===== src/rtl/core/ffa_pkg.sv =====
// Shared types and constants of the first-fit boundary-tag allocator.
`default_nettype none
package ffa_pkg;

  // Byte offsets inside the sequencer; wide enough for wrapped tag arithmetic
  localparam int unsigned BW = 35;

  localparam int unsigned REQ_W   = 21;
  localparam int unsigned ADDR_W  = 20;
  localparam int unsigned GROW_W  = 17;
  localparam int unsigned NEED_W  = 22;
  localparam int unsigned IN_TD_W = 48;
  localparam int unsigned OUT_TD_W = 24;

  localparam logic [GROW_W-1:0] GROW_RESET = 17'd4096;
  localparam logic [31:0] PAD_TAG  = 32'd0;
  localparam logic [31:0] PRO_TAG  = 32'd9;
  localparam logic [31:0] EPI_TAG  = 32'd1;
  localparam logic [BW-1:0] FIRST_BLOCK = 35'd8;
  localparam logic [BW-1:0] BREAK_RESET = 35'd16;
  localparam logic [BW-1:0] MIN_BLOCK = 35'd16;

  localparam logic OP_ALLOC = 1'b0;
  localparam logic OP_FREE  = 1'b1;

  typedef enum logic [4:0] {
    ST_INIT, ST_IDLE,
    ST_WALK_RD, ST_WALK_CHK,
    ST_GROW, ST_GROW_W1, ST_GROW_W2,
    ST_FREE_HDR, ST_FREE_W1,
    ST_MRG_RD, ST_MRG_NXT, ST_MRG_PREF, ST_MRG_PREH, ST_MRG_PREV, ST_MRG_W0, ST_MRG_W1,
    ST_PL_RD, ST_PL_CHK, ST_PL_W0, ST_PL_W1, ST_PL_W2, ST_PL_W3,
    ST_DONE
  } state_e;

  // Command from the sequencer to the tag memory
  typedef struct packed {
    logic        en;
    logic        we;
    logic [31:0] wdata;
  } mem_cmd_t;

endpackage
`default_nettype wire


===== src/rtl/core/ffa_ctrl.sv =====
// Request sequencer: block walk, heap growth, coalescing and placement.
`default_nettype none
module ffa_ctrl #(
  parameter int unsigned HEAP_BYTES = 1048576,
  parameter int unsigned IDX_W = 18
) (
  input  wire                           clk_i,
  input  wire                           rst_ni,
  input  wire                           cfg_we_i,
  input  wire [ffa_pkg::GROW_W-1:0]     cfg_data_i,
  input  wire                           in_valid_i,
  output logic                          in_ready_o,
  input  wire                           in_op_i,
  input  wire [ffa_pkg::REQ_W-1:0]      in_req_size_i,
  input  wire [ffa_pkg::ADDR_W-1:0]     in_block_addr_i,
  output logic                          out_valid_o,
  input  wire                           out_ready_i,
  output logic [ffa_pkg::ADDR_W-1:0]    out_addr_o,
  output logic                          out_ok_o,
  output ffa_pkg::mem_cmd_t             mem_cmd_o,
  output logic [IDX_W-1:0]              mem_idx_o,
  input  wire [31:0]                    mem_rdata_i
);
  import ffa_pkg::*;

  localparam logic [BW-1:0] HEAP_END = BW'(HEAP_BYTES);

  state_e              state_q, state_d;
  logic [BW-1:0]       p_q, p_d, sz_q, sz_d, pre_q, pre_d, brk_q, brk_d;
  logic [NEED_W-1:0]   need_q, need_d;
  logic                op_q, op_d, res_ok_q, res_ok_d, split_q, split_d;
  logic [1:0]          init_q, init_d;
  logic                oor_q;
  logic [GROW_W-1:0]   grow_q;
  logic                ov_q, ov_d, ook_q, ook_d;
  logic [ADDR_W-1:0]   oaddr_q, oaddr_d;

  logic                m_en, m_we, m_oor;
  logic [BW-1:0]       m_b;
  logic [31:0]         m_wd;
  logic [31:0]         rd;
  logic [BW-1:0]       rsz, chunk, nb, need_b, a_b;

  assign rd     = oor_q ? 32'd0 : mem_rdata_i;
  assign rsz    = BW'(rd & 32'hFFFF_FFF8);
  assign need_b = BW'(need_q);
  assign a_b    = BW'(in_block_addr_i);
  assign chunk  = (BW'(grow_q & 17'h1FFF8) < need_b) ? need_b : BW'(grow_q & 17'h1FFF8);
  assign nb     = brk_q + chunk;

  // Drop accesses outside the tag memory; those reads return zero
  assign m_oor            = (m_b >= HEAP_END);
  assign mem_cmd_o.en     = m_en && !m_oor;
  assign mem_cmd_o.we     = m_we;
  assign mem_cmd_o.wdata  = m_wd;
  assign mem_idx_o        = m_b[IDX_W+1:2];

  assign in_ready_o  = (state_q == ST_IDLE);
  assign out_valid_o = ov_q;
  assign out_addr_o  = oaddr_q;
  assign out_ok_o    = ook_q;

  // Control registers
  always_ff @(posedge clk_i or negedge rst_ni) begin
    if (!rst_ni) begin
      state_q  <= ST_INIT;
      init_q   <= 2'd0;
      brk_q    <= BREAK_RESET;
      grow_q   <= GROW_RESET;
      ov_q     <= 1'b0;
      oor_q    <= 1'b0;
    end else begin
      state_q  <= state_d;
      init_q   <= init_d;
      brk_q    <= brk_d;
      ov_q     <= ov_d;
      oor_q    <= m_oor;
      if (cfg_we_i) begin
        grow_q <= cfg_data_i;
      end
    end
  end

  // Payload registers
  always_ff @(posedge clk_i) begin
    p_q      <= p_d;
    sz_q     <= sz_d;
    pre_q    <= pre_d;
    need_q   <= need_d;
    op_q     <= op_d;
    res_ok_q <= res_ok_d;
    split_q  <= split_d;
    ook_q    <= ook_d;
    oaddr_q  <= oaddr_d;
  end

  // Next state, memory command and result
  always_comb begin
    state_d  = state_q;
    init_d   = init_q;
    brk_d    = brk_q;
    p_d      = p_q;
    sz_d     = sz_q;
    pre_d    = pre_q;
    need_d   = need_q;
    op_d     = op_q;
    res_ok_d = res_ok_q;
    split_d  = split_q;
    ov_d     = ov_q && !out_ready_i;
    ook_d    = ook_q;
    oaddr_d  = oaddr_q;
    m_en     = 1'b0;
    m_we     = 1'b0;
    m_b      = p_q - BW'(4);
    m_wd     = 32'd0;
    case (state_q)
      ST_INIT: begin
        m_en = 1'b1;
        m_we = 1'b1;
        m_b  = BW'({init_q, 2'b00});
        case (init_q)
          2'd0:    m_wd = PAD_TAG;
          2'd3:    m_wd = EPI_TAG;
          default: m_wd = PRO_TAG;
        endcase
        init_d = init_q + 2'd1;
        if (init_q == 2'd3) begin
          state_d = ST_IDLE;
        end
      end
      ST_IDLE: begin
        if (in_valid_i) begin
          op_d     = in_op_i;
          res_ok_d = 1'b0;
          if (in_op_i == OP_ALLOC) begin
            need_d = (NEED_W'(in_req_size_i) + NEED_W'(15)) & ~NEED_W'(7);
            p_d    = FIRST_BLOCK;
            state_d = (in_req_size_i == '0) ? ST_DONE : ST_WALK_RD;
          end else begin
            p_d = a_b;
            if (in_block_addr_i[2:0] != 3'd0 || a_b < MIN_BLOCK || a_b >= brk_q) begin
              state_d = ST_DONE;
            end else begin
              m_en    = 1'b1;
              m_b     = a_b - BW'(4);
              state_d = ST_FREE_HDR;
            end
          end
        end
      end
      // First-fit walk, one header read per block
      ST_WALK_RD: begin
        if (p_q >= brk_q) begin
          state_d = ST_GROW;
        end else begin
          m_en    = 1'b1;
          state_d = ST_WALK_CHK;
        end
      end
      ST_WALK_CHK: begin
        if (rsz == '0) begin
          state_d = ST_GROW;
        end else if (!rd[0] && rsz >= need_b) begin
          state_d = ST_PL_RD;
        end else begin
          p_d     = p_q + rsz;
          state_d = ST_WALK_RD;
        end
      end
      // Extend the break and tag the new free block
      ST_GROW: begin
        if (nb > HEAP_END) begin
          state_d = ST_DONE;
        end else begin
          p_d     = brk_q;
          sz_d    = chunk;
          brk_d   = nb;
          m_en    = 1'b1;
          m_we    = 1'b1;
          m_b     = brk_q - BW'(4);
          m_wd    = chunk[31:0];
          state_d = ST_GROW_W1;
        end
      end
      ST_GROW_W1: begin
        m_en    = 1'b1;
        m_we    = 1'b1;
        m_b     = p_q + sz_q - BW'(8);
        m_wd    = sz_q[31:0];
        state_d = ST_GROW_W2;
      end
      ST_GROW_W2: begin
        m_en    = 1'b1;
        m_we    = 1'b1;
        m_b     = brk_q - BW'(4);
        m_wd    = EPI_TAG;
        state_d = ST_MRG_RD;
      end
      // Validate the header of the block to free and clear its tags
      ST_FREE_HDR: begin
        if (!rd[0] || rsz < MIN_BLOCK || p_q + rsz > brk_q) begin
          state_d = ST_DONE;
        end else begin
          sz_d    = rsz;
          m_en    = 1'b1;
          m_we    = 1'b1;
          m_wd    = rsz[31:0];
          state_d = ST_FREE_W1;
        end
      end
      ST_FREE_W1: begin
        m_en    = 1'b1;
        m_we    = 1'b1;
        m_b     = p_q + sz_q - BW'(8);
        m_wd    = sz_q[31:0];
        state_d = ST_MRG_RD;
      end
      // Coalesce with free neighbors
      ST_MRG_RD: begin
        m_en    = 1'b1;
        state_d = ST_MRG_NXT;
      end
      ST_MRG_NXT: begin
        sz_d    = rsz;
        m_en    = 1'b1;
        m_b     = p_q + rsz - BW'(4);
        state_d = ST_MRG_PREF;
      end
      ST_MRG_PREF: begin
        if (!rd[0]) begin
          sz_d = sz_q + rsz;
        end
        m_en    = 1'b1;
        m_b     = p_q - BW'(8);
        state_d = ST_MRG_PREH;
      end
      ST_MRG_PREH: begin
        pre_d   = p_q - rsz;
        m_en    = 1'b1;
        m_b     = p_q - rsz - BW'(4);
        state_d = ST_MRG_PREV;
      end
      ST_MRG_PREV: begin
        if (!rd[0]) begin
          sz_d = sz_q + rsz;
          p_d  = pre_q;
        end
        state_d = ST_MRG_W0;
      end
      ST_MRG_W0: begin
        m_en    = 1'b1;
        m_we    = 1'b1;
        m_wd    = sz_q[31:0] & 32'hFFFF_FFF8;
        state_d = ST_MRG_W1;
      end
      ST_MRG_W1: begin
        m_en    = 1'b1;
        m_we    = 1'b1;
        m_b     = p_q + sz_q - BW'(8);
        m_wd    = sz_q[31:0] & 32'hFFFF_FFF8;
        if (op_q == OP_ALLOC) begin
          state_d = ST_PL_RD;
        end else begin
          res_ok_d = 1'b1;
          state_d  = ST_DONE;
        end
      end
      // Place: split the block or grant it whole
      ST_PL_RD: begin
        m_en    = 1'b1;
        state_d = ST_PL_CHK;
      end
      ST_PL_CHK: begin
        sz_d    = rsz;
        split_d = (rsz > need_b + BW'(8));
        state_d = ST_PL_W0;
      end
      ST_PL_W0: begin
        m_en    = 1'b1;
        m_we    = 1'b1;
        m_wd    = (split_q ? need_b[31:0] : sz_q[31:0]) | 32'd1;
        state_d = ST_PL_W1;
      end
      ST_PL_W1: begin
        m_en = 1'b1;
        m_we = 1'b1;
        m_b  = p_q + (split_q ? need_b : sz_q) - BW'(8);
        m_wd = (split_q ? need_b[31:0] : sz_q[31:0]) | 32'd1;
        if (split_q) begin
          state_d = ST_PL_W2;
        end else begin
          res_ok_d = 1'b1;
          state_d  = ST_DONE;
        end
      end
      ST_PL_W2: begin
        m_en    = 1'b1;
        m_we    = 1'b1;
        m_b     = p_q + need_b - BW'(4);
        m_wd    = sz_q[31:0] - need_b[31:0];
        state_d = ST_PL_W3;
      end
      ST_PL_W3: begin
        m_en     = 1'b1;
        m_we     = 1'b1;
        m_b      = p_q + sz_q - BW'(8);
        m_wd     = sz_q[31:0] - need_b[31:0];
        res_ok_d = 1'b1;
        state_d  = ST_DONE;
      end
      // Hand the result to the output register once it is free
      ST_DONE: begin
        if (!ov_q || out_ready_i) begin
          ov_d    = 1'b1;
          ook_d   = res_ok_q;
          oaddr_d = (res_ok_q && op_q == OP_ALLOC) ? p_q[ADDR_W-1:0] : '0;
          state_d = ST_IDLE;
        end
      end
      default: state_d = ST_IDLE;
    endcase
  end

endmodule
`default_nettype wire


===== config.mk =====
export PLATFORM = sky130hd
export DESIGN_NAME = ffa_ctrl
export DESIGN_NICKNAME = d
export VERILOG_FILES = /design/src/rtl/core/ffa_pkg.sv /design/src/rtl/core/ffa_ctrl.sv
export SDC_FILE = /design/constraint.sdc
export NUM_CORES = 2
export LEC_CHECK = 0
export ABC_AREA = 1
export BUFFER_PORTS_ARGS = -buffer_cell sky130_fd_sc_hd__buf_2
export CAP_MARGIN = 10
export CORE_MARGIN = 5
export CORE_UTILIZATION = 35
export CTS_CLUSTER_SIZE = 30
export DETAILED_ROUTE_END_ITERATION = 10
export SETUP_SLACK_MARGIN = 0.15
export SYNTH_ARGS = -nofsm -noshare
export SYNTH_HDL_FRONTEND = slang
export SYNTH_SLANG_ARGS = --single-unit

===== constraint.sdc =====
create_clock -name clk_i -period 13.02 [get_ports clk_i]
set_clock_uncertainty 0.05 [all_clocks]
set_input_delay 1.953 -clock clk_i [delete_from_list [all_inputs] [get_ports clk_i]]
set_output_delay 1.953 -clock clk_i [all_outputs]
set_load 0.03 [all_outputs]

* Word-level counts from Yosys, hierarchy flattened *
Cells that the tools add are included.

storage, ports and cells
  register bits after elaboration = 209
  bits in latches = 0
  memory bits (writable) = 0
  memory bits (read-only) = 0
  input bits = 96
  output and inout bits = 75
  logic and storage cells = 173
  memories kept = 0

operators by class
  add/subtract/negate cells = 20
  multipliers = 0
  divide/modulo/power cells = 0
  order comparisons = 10
  equality and inequality tests = 34
  shift operators = 0
  mux-type cells = 52
  bitwise logic cells = 3
  reduce and logical (&&, ||, !) cells = 39

operator list
  kind                     count
  $mux W35                 13
  $pmux W35 S10            1
  $pmux W35 S4             2
  $pmux W32 S8             1
  $sub A35 B3 Y35 const B  5
  $pmux W5 S22             1
  $sub A35 B4 Y35 const B  3
  $mux W32                 3
  $add A35 B22 Y35         2
  $add A35 B32 Y35         2
  $add A35 B35 Y35         2
  $mux W5                  10
  $mux W22                 2
  $eq A5 B4 Y1 const B     8
  $eq A5 B5 Y1 const B     7
  $ge A20 B35 Y1           1
  $ge A35 B21 Y1 const B   1
  $ge A35 B35 Y1           1
  $gt A35 B21 Y1 const B   1
  $gt A35 B35 Y1           1
  $logic_not A35 Y1        1
  $sub A35 B32 Y35         1
  $ge A32 B22 Y1           1
  $gt A32 B23 Y1           1
  other kinds (38)         87

* Logic depth before layout (Yosys ltp) *
  depth in word-level cells = 10
  gate-level depth with buffers = 40
  mapped depth without buffers = 38

* Worst setup path before layout *
OpenSTA, ideal clock, no wires.

  kind = input to output
  start point = in mem_rdata_i[15]
  end point = out mem_cmd_o[11] (netlist name)
  arrival time = 5.763 ns
  data required time = 11.017 ns
  path slack = 5.254 ns
  cell stages on the path = 29
  path buffers = 2
  cells stage by stage = inv_1 -> nor2_1 -> inv_1 -> ha_1 -> buf_4 -> o21ai_0 -> inv_1 -> nand2_1 -> inv_1 -> nand2_1 -> inv_2 -> nand2_1 -> nand3_1 -> nand2_1 -> nand2_1 -> xor2_1 -> inv_1 -> ha_1 -> nand2_1 -> nor2_1 -> nand4_1 -> nor4_1 -> nand4_1 -> nand2_1 -> nand2_1 -> inv_1 -> nand2_1 -> buf_2 -> o2111ai_1

RTL lines
  item                RTL line        RTL
  start: declaration  ffa_ctrl.sv:22  input wire [31:0] mem_rdata_i
  end: declaration    ffa_ctrl.sv:20  output ffa_pkg::mem_cmd_t mem_cmd_o,

==> impl_metrics.yaml <==
placement:
  port_buffers: 163
  dp.final_hpwl_mm: 170
  gp_congestion: 1.06
synth:
  avgSynthCellArea_um2: 6.14
  synth_xor_area_share_pct: 3.73
  synth-compound-area-share_pct: 16.3
  ys_seq_area_share_pct: 16.3
  synthAdderAreaFrac_pct: 16.5
  synth_area_leaders: "ha_1 16%, nand2_1 16%, edfxtp_1 12%"
  syn_inst: 5739
  ys_warn_count: 0
  syn_area_um2: 35200
  yosys_register_bits: 200
  synth_edf_count: 145
  ys.flop_type: "edfxtp_1"
  async_flop_share_pct: 27.5
  synth_top_family_by_area: "simple AND/OR/NAND/NOR gates"
  post_synth_num_cell_types: 72
  synthMuxAreaShare_pct: 0.447
  yosysTopAreaCell: "ha_1"
  synthSimpleGateAreaFrac_pct: 35.3
  synth_top_area_share_pct: 16.1
run:
  cap_violations: 0
floorplan:
  die_w_um: 327
  chipHeight_um: 327
  rows: 116
  initial_core_util_pct: 35.2
  io_pins: 171
  dieArea_um2: 107000
  core_um2: 100000
sta:
  rsz0062_at_grt: "false"
  setup_tns_ns: 0
  setup_violations: 0
  slew_headroom_pct: 11.1
  final.min_clock_period_ns: 11.04
  tightest_slew_ns: 1.33
  clock.fmax_mhz: 90.6
  drv_slew: 0
  hold_viol_final: 0
  period_share_pct: 84.8
clocking:
  post_cts_buffers: 0
  clock_path_buffers: 2
  clkSinkCount: 200
  holdBufCountCts: 0
  htreeDepth: 4
  clock_latency_ns: 0.56
  cts_root_buf: "clkbuf_16"
  cts.reportedPaths.clkPinSlew_ns: 0.08
  cts_tree: "yes"
  cts-resized-gates: 0
  cts_made_buffers: 17
power_and_ir_drop:
  max-vdd-ir-drop_uv: 168
  leakage_nw: 19.2
  powerDensity_nw_per_um2: 304
setup_path:
  critPathMaxStageDelay_ns: 0.79
  crit_fanout: 19
  cp.required_ns: 11.02
  worst-endpoint-arrival_ns: 9.03
  startpoint_type: "input pin"
  endpoint_kind: "primary output"
  worstSetupPathType: "input pin to primary output"
  critPathMostFrequentCell: "nand2_1"
  critPathTopFamily: "simple AND/OR/NAND/NOR gates"
  cp_slowest_cell: "nor4_1"
  crit_buf_inv: 9
layout:
  fin_util_pct: 38.3
  drive_gt1_share_pct: 7.79
  area_delta_synth_final_pct: 8.75
  final_nets: 6437
global_routing:
  grt_pass1_wl_mm: 278
  grt_usage_pct: 36.2
  grt_max_degree: 56
  grt_pass1_vias: 37649
  antenna_found_initial: 10
  globalRoute.totalOverflow: 0
drt:
  antenna_left: 0
  drt-pass1-iter-count: 7
  vias_per_cell: 5.82
  vias: 41837
  wl_mm: 202
  avgRoutedWirePerCell_um: 28.0
  drt_iter0_markers: 5341
  drc: 0
outcome:
  status: "complete, no violations"
hold_path:
  min_path_type: "flop to flop"
## where the power goes
| part | internal [mW] | total (mW) | switching [mW] |
|---|---|---|---|
| Combinational | 2.73 | 9.60 | 6.87 |
| Sequential | 0.944 | 1.43 | 0.486 |
| Clock | 0.269 | 0.613 | 0.344 |
| Total | 3.94 | 11.6 | 7.70 |
## worst reg2reg max path: cells and delay by family, from the launching register on
family,cells,cell delay [ns]
buf+inv,6,1.63
compound gates,5,0.88
fa+ha+maj,2,0.60
flops,1,0.83
simple gates,11,3.06
xor+xnor,1,0.39
## state kept, by name, indices dropped and copies added, names as in the netlist, 5 cells and up
signal / flops
pre_q: 35
grow_q: 14
sz_q: 32
need_q: 19
p_q: 35
out_addr_o: 20
state_q: 5
brk_q: 32
## cells in the mapped netlist, types with 64 or more instances
cell type / n
ha_1: 453
nor3_1: 97
nand4_1: 129
clkbuf_1: 64
edfxtp_1: 145
xor2_1: 120
nor2_1: 599
a21oi_1: 410
inv_1: 878
o21ai_0: 303
nand2_1: 1483
nand3_1: 395
## layout make-up
type | count | area, µm²
Fill cell | 11183 | 61700
Sequential cell | 200 | 5730
Antenna cell | 2 | 5.00
Clock buffer | 19 | 453
Multi-Input combinational cell | 4501 | 25500
Clock inverter | 13 | 151
Timing Repair Buffer | 232 | 1330
Tap cell | 1298 | 1620
Inverter | 928 | 3480
## cell families after synthesis
| logic type | after synthesis |
|---|---|
| mux | 14 |
| other cells | 1 |
| buf+inv | 1039 |
| fa+ha+maj | 461 |
| compound gates | 987 |
| simple gates | 2887 |
| flops | 200 |
| xor+xnor | 150 |
## placed cells by master (no fill, tap or decap), drive strengths merged, types with 3 or more instances in the layout
cell type	instances
a2111oi	4
a211oi	8
a21boi	12
a21o	20
a21oi	413
a221oi	8
a31oi	11
and2	13
and3	7
buf	232
clkbuf	19
clkinv	16
dfrtp	53
edfxtp	145
fa	8
ha	453
inv	925
mux2	14
nand2	1506
nand3	409
nand3b	10
nand4	130
nor2	635
nor3	101
nor3b	5
nor4	30
o2111ai	42
o211ai	46
o21a	13
o21ai	318
o21bai	18
o221a	3
o221ai	37
o22ai	13
o311ai	3
o31ai	4
or2	40
xnor2	30
xor2	120
## layer usage
metal  GRT usage (%)  vias to the layer above  part of all wire [%]  wire length, µm
met5               0                        -                 0.020               40
met4            19.4                        6                   6.8            13800
met3            6.98                      425                    11            21700
met2            51.8                     2414                    40            79700
met1            51.0                    19622                    43            86400
li1                -                    19370                     -                -
## worst paths after layout
path,start,endpoint,slack [ns],cells past startpoint
min reg2reg,p_q[0]$_DFFE_PP_,pre_q[0]$_DFFE_PP_,0.45,0
max,mem_rdata_i[25],mem_cmd_o[18],1.98,31
max reg2reg,oor_q$_DFF_PN0_,sz_q[32]$_SDFFCE_PP0P_,5.15,25
min in group asynchronous,rst_ni,grow_q[15]$_DFFE_PN0P_,1.55,2
max in group asynchronous,rst_ni,brk_q[23]$_DFFE_PN0P_,10.69,2
min,p_q[0]$_DFFE_PP_,pre_q[0]$_DFFE_PP_,0.45,0
## per-stage QoR
| stage | total power, mW | cell area (µm²) | std cells | hold WS, ns | setup WS [ns] |
|---|---|---|---|---|---|
| floorplan | 7.22 | 35200 | 5740 | 0.377 | 5.25 |
| global placement | 10.7 | 37700 | 7159 | 0.429 | 2.54 |
| detailed placement | 10.7 | 37700 | 7159 | 0.432 | 2.49 |
| CTS | 11.3 | 38300 | 7191 | 0.453 | 2.47 |
| global route | 12.4 | 38300 | 7191 | 0.487 | 1.89 |
| finish | 11.6 | 38300 | 7193 | 0.454 | 1.98 |
No activity file was read; power rests on OpenSTA's default activity.
